==> src/hdl/texture_swizzle_address_gen_macros.svh <==
// Assertion helpers for the swizzle address generator.
// Every property is sampled on clk and is off while arst_n is low.
`ifndef TEXTURE_SWIZZLE_ADDRESS_GEN_MACROS_SVH
`define TEXTURE_SWIZZLE_ADDRESS_GEN_MACROS_SVH

// Consequent must hold in the same cycle as the antecedent.
`define TSAG_ASSERT_SAME(label, ante, cons, msg) \
	label: assert property (@(posedge clk) disable iff (!arst_n) (ante) |-> (cons)) \
		else $error(msg);

// Consequent must hold in the cycle after the antecedent.
`define TSAG_ASSERT_NEXT(label, ante, cons, msg) \
	label: assert property (@(posedge clk) disable iff (!arst_n) (ante) |=> (cons)) \
		else $error(msg);

`endif

==> src/hdl/tsag_pkg.sv <==
`timescale 1ns / 1ps
`default_nettype none

package tsag_pkg;

	// Fixed field widths
	localparam int TEXEL_W    = 32;
	localparam int DEST_W     = 26;
	localparam int LOG2_W     = 4;
	localparam int BPT_W      = 3;
	localparam int CFG_DATA_W = 4;
	localparam int CFG_IDX_W  = 2;

	// Register indexes
	localparam logic [CFG_IDX_W-1:0] REG_WIDTH_LOG2  = 2'd0;
	localparam logic [CFG_IDX_W-1:0] REG_HEIGHT_LOG2 = 2'd1;
	localparam logic [CFG_IDX_W-1:0] REG_BYTES_PER   = 2'd2;

	// Reset values of the registers
	localparam logic [LOG2_W-1:0] WIDTH_LOG2_RST  = 4'd8;
	localparam logic [LOG2_W-1:0] HEIGHT_LOG2_RST = 4'd8;
	localparam logic [BPT_W-1:0]  BYTES_PER_RST   = 3'd4;

	// Legal texel size range
	localparam logic [BPT_W-1:0] BYTES_PER_MIN = 3'd1;
	localparam logic [BPT_W-1:0] BYTES_PER_MAX = 3'd4;

endpackage

`default_nettype wire

==> src/hdl/texture_swizzle_address_gen.sv <==
`timescale 1ns / 1ps
`default_nettype none
// Channel   Signals                                      Dir  Word
// texel     texel_valid, texel_ready, texel_data         in   one source texel
// result    result_valid, result_ready, dest_address,    out  swizzled address + texel
//           texel_out, last_of_image
// config    cfg_we, cfg_index, cfg_data                  in   register write, no wait
//
// Takes one texel every cycle while results are taken; each taken texel loads the
// input register, then moves into the result register once it is free, and is valid there.
// The path between them is masks, variable shifts, three 26-bit adds and a
// 26 x 3 multiply by the texel size.
// Reset clears the column and row counters and loads the register defaults.
// A stalled result holds in the result register; the input register keeps
// taking a texel as long as the word ahead of it moves on.

module texture_swizzle_address_gen
	import tsag_pkg::*;
#(
	parameter int MAX_SIDE_LOG2 = 12
) (
	input  wire                   clk,
	input  wire                   arst_n,
	input  wire                   cfg_we,
	input  wire [CFG_IDX_W-1:0]   cfg_index,
	input  wire [CFG_DATA_W-1:0]  cfg_data,
	input  wire                   texel_valid,
	output logic                  texel_ready,
	input  wire [TEXEL_W-1:0]     texel_data,
	output logic                  result_valid,
	input  wire                   result_ready,
	output logic [DEST_W-1:0]     dest_address,
	output logic [TEXEL_W-1:0]    texel_out,
	output logic                  last_of_image
);

	`include "texture_swizzle_address_gen_macros.svh"

	localparam int CW   = MAX_SIDE_LOG2;
	localparam int SL_W = $clog2(MAX_SIDE_LOG2 + 2);

	// Spread the bits of v to the even positions.
	function automatic logic [DEST_W-1:0] spread(input logic [CW-1:0] v);
		logic [DEST_W-1:0] r;
		r = '0;
		for (int i = 0; i < CW; i++) begin
			if (2 * i < DEST_W) begin
				r[2 * i] = v[i];
			end
		end
		return r;
	endfunction

	// Keep the bits of v below position n.
	function automatic logic [CW-1:0] low_bits(input logic [CW-1:0] v,
			input logic [SL_W-1:0] n);
		logic [CW-1:0] r;
		for (int i = 0; i < CW; i++) begin
			r[i] = v[i] & (i < int'(n));
		end
		return r;
	endfunction

	logic [LOG2_W-1:0] width_log2_q;
	logic [LOG2_W-1:0] height_log2_q;
	logic [BPT_W-1:0]  bytes_per_q;
	logic [CW-1:0]     column_count_q;
	logic [CW-1:0]     row_count_q;

	logic              valid_s1;
	logic [TEXEL_W-1:0] texel_s1;
	logic [CW-1:0]     col_s1;
	logic [CW-1:0]     row_s1;
	logic              last_s1;

	logic              valid_s2;
	logic [DEST_W-1:0] addr_s2;
	logic [TEXEL_W-1:0] texel_s2;
	logic              last_s2;

	logic [SL_W-1:0]   wl;
	logic [SL_W-1:0]   hl;
	logic [SL_W-1:0]   hl1;
	logic [BPT_W-1:0]  bpt;
	logic              in_take;
	logic              adv_s1;
	logic              col_wrap;
	logic              row_wrap;
	logic [CW:0]       col_edge;
	logic [CW:0]       row_edge;
	logic [DEST_W-1:0] sx;
	logic [DEST_W-1:0] sy;
	logic [DEST_W-1:0] addr_d;

	// Clamp the register values to their legal ranges
	always_comb begin
		wl  = (int'(width_log2_q) > MAX_SIDE_LOG2) ? SL_W'(MAX_SIDE_LOG2)
			: SL_W'(width_log2_q);
		hl  = (int'(height_log2_q) > MAX_SIDE_LOG2) ? SL_W'(MAX_SIDE_LOG2)
			: SL_W'(height_log2_q);
		hl1 = hl + SL_W'(1);
		if (bytes_per_q < BYTES_PER_MIN) begin
			bpt = BYTES_PER_MIN;
		end else if (bytes_per_q > BYTES_PER_MAX) begin
			bpt = BYTES_PER_MAX;
		end else begin
			bpt = bytes_per_q;
		end
	end

	// Handshake: the result register frees when taken, the input register when it moves
	assign adv_s1      = valid_s1 && (!valid_s2 || result_ready);
	assign texel_ready = !valid_s1 || adv_s1;
	assign in_take     = texel_valid && texel_ready;

	// Edge detection on the live counters
	assign col_edge = ((CW + 1)'(1) << wl) - (CW + 1)'(1);
	assign row_edge = ((CW + 1)'(1) << hl) - (CW + 1)'(1);
	assign col_wrap = {1'b0, column_count_q} >= col_edge;
	assign row_wrap = {1'b0, row_count_q} >= row_edge;

	// Register writes
	always_ff @(posedge clk or negedge arst_n) begin
		if (!arst_n) begin
			width_log2_q  <= WIDTH_LOG2_RST;
			height_log2_q <= HEIGHT_LOG2_RST;
			bytes_per_q   <= BYTES_PER_RST;
		end else if (cfg_we) begin
			case (cfg_index)
				REG_WIDTH_LOG2:  width_log2_q  <= cfg_data[LOG2_W-1:0];
				REG_HEIGHT_LOG2: height_log2_q <= cfg_data[LOG2_W-1:0];
				REG_BYTES_PER:   bytes_per_q   <= cfg_data[BPT_W-1:0];
				default: ;
			endcase
		end
	end

	// Step the column on every taken word, and the row when the column wraps
	always_ff @(posedge clk or negedge arst_n) begin
		if (!arst_n) begin
			column_count_q <= '0;
			row_count_q    <= '0;
		end else if (in_take) begin
			if (col_wrap) begin
				column_count_q <= '0;
				row_count_q    <= row_wrap ? '0 : row_count_q + CW'(1);
			end else begin
				column_count_q <= column_count_q + CW'(1);
			end
		end
	end

	// Input register
	always_ff @(posedge clk or negedge arst_n) begin
		if (!arst_n) begin
			valid_s1 <= 1'b0;
		end else if (texel_ready) begin
			valid_s1 <= texel_valid;
		end
	end

	always_ff @(posedge clk) begin
		if (in_take) begin
			texel_s1 <= texel_data;
			col_s1   <= column_count_q;
			row_s1   <= row_count_q;
			last_s1  <= col_wrap && row_wrap;
		end
	end

	// Swizzle: interleave folded coordinates and add the block offsets
	always_comb begin
		sy = (spread(low_bits(row_s1, wl)) << 1)
			+ (DEST_W'(row_s1 >> wl) << {wl, 1'b0});
		sx = spread(low_bits(col_s1, hl1))
			+ (DEST_W'(col_s1 >> hl1) << {hl, 1'b1});
		addr_d = (sx + sy) * DEST_W'(bpt);
	end

	// Result register
	always_ff @(posedge clk or negedge arst_n) begin
		if (!arst_n) begin
			valid_s2 <= 1'b0;
		end else if (!valid_s2 || result_ready) begin
			valid_s2 <= valid_s1;
		end
	end

	always_ff @(posedge clk) begin
		if (adv_s1) begin
			addr_s2  <= addr_d;
			texel_s2 <= texel_s1;
			last_s2  <= last_s1;
		end
	end

	assign result_valid  = valid_s2;
	assign dest_address  = addr_s2;
	assign texel_out     = texel_s2;
	assign last_of_image = last_s2;

	// Checks
	`TSAG_ASSERT_SAME(a_take_into_free_slot, in_take, !valid_s1 || adv_s1,
		"input word taken over a held word")
	`TSAG_ASSERT_NEXT(a_move_fills_result, adv_s1, valid_s2,
		"word moved on but result register is empty")
	`TSAG_ASSERT_NEXT(a_last_clears_counters, in_take && col_wrap && row_wrap,
		column_count_q == '0 && row_count_q == '0,
		"counters not cleared after final texel")
	`TSAG_ASSERT_NEXT(a_column_steps, in_take && !col_wrap,
		column_count_q == $past(column_count_q) + CW'(1) && row_count_q == $past(row_count_q),
		"column did not step by one")

endmodule

`default_nettype wire

==> config.mk <==
export PLATFORM = sky130hd
export DESIGN_NAME = texture_swizzle_address_gen
export DESIGN_NICKNAME = d
export VERILOG_FILES = /design/src/hdl/tsag_pkg.sv /design/src/hdl/texture_swizzle_address_gen.sv
export VERILOG_INCLUDE_DIRS = /design/src /design/src/hdl
export SDC_FILE = /design/constraint.sdc
export NUM_CORES = 1
export LEC_CHECK = 0
export ABC_AREA = 1
export CORE_MARGIN = 2
export CORE_UTILIZATION = 59
export DETAILED_ROUTE_END_ITERATION = 10
export DONT_BUFFER_PORTS = 1
export PLACE_DENSITY = 0.78
export SYNTH_ARGS = -nofsm -noshare
export SYNTH_HDL_FRONTEND = slang
export SYNTH_SLANG_ARGS = --single-unit
export TNS_END_PERCENT = 5
==> constraint.sdc <==
create_clock -name clk -period 7.4 [get_ports clk]
set_clock_uncertainty 0.15 [all_clocks]
set_input_delay 0.37 -clock clk [delete_from_list [all_inputs] [get_ports clk]]
set_output_delay 0.37 -clock clk [all_outputs]
set_load 0.01 [all_outputs]
==> results.sh <==
export IMPL_cp_start_kind="flop"
export IMPL_setup_violations=0
export IMPL_synth_area_leaders="edfxtp_1 28%, nand2_1 10%, ha_1 8.7%, fa_1 7.9%, inv_1 7.3%"
export IMPL_die_w_um=148
export IMPL_cts_sinks=153
export IMPL_synth_distinct_cells=60
export IMPL_route_detailed_drc=0
export IMPL_syn_to_final_growth_pct=21.9
export IMPL_clkPwrFrac_pct=14.4
export IMPL_drt_iter0_drc=771
export IMPL_numCtsBuffers=17
export IMPL_highest_layer="met4"
export IMPL_drv_cap=0
export IMPL_root_buffer="clkbuf_16"
export IMPL_grt_max_degree=60
export IMPL_critPathRequiredTime_ns=7.46
export IMPL_m1WireLength_mm=14.2
export IMPL_synth_fp_nets=1683
export IMPL_synth_top_area_share_pct=28.5
export IMPL_antenna_found_initial=0
export IMPL_p_switching_mw=3.03
export IMPL_drive_gt1_share_pct=17.3
export IMPL_final_cell_area_um2=14900
export IMPL_antenna_cells=0
export IMPL_grt_pass1_vias=10900
export IMPL_worst_pin_slew_ns=0.756
export IMPL_cts_tree="built"
export IMPL_postSynthCellCount=1507
export IMPL_run_status="finished clean"
export IMPL_grt_pass1_wl_mm=55.2
export IMPL_synth_seq_cells=153
export IMPL_critPathCaptureType="flop"
export IMPL_nets=1847
export IMPL_fill_cells=1536
export IMPL_irDropWorstVdd_mv=0.256
export IMPL_dpl_cell_count=1878
export IMPL_clk_latency_ns=0.45
export IMPL_clk_pin_slew_ns=0.08
export IMPL_hold_viol=0
export IMPL_fmax_mhz=141
export IMPL_drv_slew=0
export IMPL_hold_class="in2reg"
export IMPL_powerDensity_nw_per_um2=434
export IMPL_period_share_pct=96.1
export IMPL_drt_wl_total_mm=34.8
export IMPL_hpwl_mm=26.7
export IMPL_slowest_stage="dfstp_2"
export IMPL_io_pins=104
export IMPL_cts_htree_levels=4
export IMPL_worstPathMaxFanout=10
export IMPL_drtAntennaViolNets=0
export IMPL_synth_top_area_cell="edfxtp_1"
export IMPL_p_leak_nw=6.99
export IMPL_critPathMaxStageDelay_ns=0.55
export IMPL_die_y_um=148
export IMPL_dr_wl_met3_mm=1.89
export IMPL_synth_flop_cell="edfxtp_1"
export IMPL_seqPwrFrac_pct=21.9
export IMPL_swShare_pct=46.8
export IMPL_layout_cells_non_filler=1954
export IMPL_clockBufferDepth=2
export IMPL_crit_arrival_ns=7.17
export IMPL_placementRows=52
export IMPL_track_usage_pct=32.3
export IMPL_p_total_mw=6.47
export IMPL_ys_async_sr_fraction_pct=24.2
export IMPL_intPower_mw=3.44
export IMPL_relSlewSlack_pct=49.6
export IMPL_wl_per_cell_um=17.8
export IMPL_r2r_slack_ns=0.29
export IMPL_critPathKind="reg2reg"
export IMPL_vias=11100
export IMPL_yosysWarningCount=0
export IMPL_dpl_cell_area_um2=13400
export IMPL_start_util_pct=60.2
export IMPL_port_buffers=0
export IMPL_syn_avg_cell_area_um2=8.11
export IMPL_wl_met2_mm=17.1
export IMPL_first_pass_iters=6
export IMPL_ys_seq_area_share_pct=36.1
export IMPL_fin_crit_ns=7.11
export IMPL_synth_edf_count=116
export IMPL_core_area_um2=20300
export IMPL_via_per_inst=5.67
export IMPL_gp_congestion=1.02
export IMPL_grt_overflow_total=0
export IMPL_die_area_um2=21900
export IMPL_netlist_area_um2=12200
export IMPL_combPwrFrac_pct=63.7
==> final cells by class <==
| class | instances | area [um^2] | share of cell area (%) |
|---|---|---|---|
| well taps | 270 | 338 | 2.27 |
| clock buffers | 17 | 425 | 2.85 |
| multi-input cells | 1065 | 7120 | 47.7 |
| repair buffers | 177 | 1440 | 9.63 |
| clock inverters | 15 | 204 | 1.37 |
| flip-flops and latches | 153 | 4410 | 29.6 |
| inverters | 257 | 973 | 6.53 |
==> timing repair <==
action                     in CTS  in global routing
pin swaps                       1                 17
setup endpoints to repair       1                 14
hold endpoints to repair       74                  0
gates resized for setup         7                 97
hold buffers                   37                  0
buffers inserted                3                  4
==> path summary, 6_finish.rpt <==
check | startpoint | end | depth (start not counted)
min in group asynchronous | arst_n | height_log2_q[1]$_DFFE_PN0P_ | 2
max reg2reg | height_log2_q[3]$_DFFE_PN1P_ | dest_address[25]$_DFFE_PP_ | 42
min reg2reg | texel_s1[0]$_DFFE_PP_ | texel_out[0]$_DFFE_PP_ | 0
min | cfg_data[2] | bytes_per_q[2]$_DFFE_PN1P_ | 2
max | height_log2_q[3]$_DFFE_PN1P_ | dest_address[25]$_DFFE_PP_ | 42
max in group asynchronous | arst_n | height_log2_q[3]$_DFFE_PN1P_ | 2
==> cells in the mapped netlist (all sizes together), types with 3 or more instances <==
| master | count |
|---|---|
| a211oi | 6 |
| a21o | 3 |
| a21oi | 73 |
| a22o | 3 |
| a22oi | 4 |
| a31oi | 8 |
| and3 | 3 |
| buf | 17 |
| clkbuf | 15 |
| clkinv | 5 |
| dfrtp | 34 |
| dfstp | 3 |
| edfxtp | 116 |
| fa | 48 |
| ha | 85 |
| inv | 252 |
| nand2 | 351 |
| nand3 | 95 |
| nand3b | 4 |
| nand4 | 17 |
| nor2 | 109 |
| nor3 | 24 |
| nor3b | 4 |
| nor4 | 4 |
| o2111ai | 3 |
| o211ai | 12 |
| o21a | 8 |
| o21ai | 109 |
| o21bai | 4 |
| o221ai | 7 |
| o22ai | 9 |
| or2 | 6 |
| xnor2 | 18 |
| xor2 | 35 |
==> layout by cell type (no fill, tap or decap), types with 5 or more instances in the layout <==
cell type        n
nand3_1         92
dlygate4sd3_1   36
buf_4          139
nor2_1          96
a21oi_1         60
inv_1          234
o21ai_0         76
edfxtp_1       116
ha_4            10
xor2_1          32
nand2_2         12
nor3_2           5
o22ai_1          7
nor2_2           6
o21a_1           8
inv_2           18
nand2_1        336
a21oi_2         12
fa_1            48
o21ai_1         23
nor2_4           6
o211ai_1        12
xnor2_1         17
ha_1            73
nand4_1         17
o21ai_2         10
clkinv_8         5
nor3_1          18
dfrtp_1         34
clkbuf_16       17
==> layer usage <==
metal | vias to the layer above | track usage [%]
met5 | - | 0
met3 | 96 | 4.29
met4 | 0 | 14.5
li1 | 5328 | -
met1 | 5222 | 40.1
met2 | 426 | 56.5
==> worst max-delay path, delay by kind of cell (launching register included) <==
kind            cells  cell delay (ns)
fa+ha+maj           5             1.84
flops               1             0.55
buf+inv            11             1.17
simple gates       19             2.18
compound gates      5             0.64
xor+xnor            2             0.36
==> cell families after synthesis <==
family                     Yosys count  synth area share (%)
xor gates and xnor gates            53                  3.80
AOI/OAI and AO/OA                  257                  12.3
adders and majority gates          133                  16.6
buffers and inverters              289                  9.23
other                                2                0.0614
muxes                                2                 0.164
and+or+nand+nor                    618                  21.8
DFF                                153                  36.1
==> sequential cells by signal (all words and copies together) (netlist names), 3 cells and up <==
register	count
height_log2_q	4
col_s1	12
dest_address	26
bytes_per_q	3
row_s1	12
width_log2_q	4
texel_out	32
column_count_q	12
row_count_q	12
texel_s1	32
==> power groups by stage <==
stage / registers [mW] / logic [mW] / clock network (mW)
floorplan: 1.37 / 2.41 / 0
global placement: 1.42 / 3.61 / 0
detailed placement: 1.43 / 3.73 / 0
CTS: 1.41 / 3.82 / 0.940
global route: 1.43 / 4.60 / 0.970
finish: 1.41 / 4.12 / 0.931
==> per-stage QoR <==
stage / setup TNS, ns / hold slack (ns) / util, % / worst slack [ns]
floorplan: 0 / -0.0756 / - / 0.0575
global placement: -0.0322 / -0.0745 / 66.1 / -0.0322
detailed placement: -0.185 / -0.0744 / 66.1 / -0.185
CTS: 0 / 0.00173 / 71.3 / 0.00806
global route: -0.109 / 0.00845 / 73.4 / -0.0950
finish: 0 / 0.00892 / 73.4 / 0.289
(Power assumes the default switching activity.)
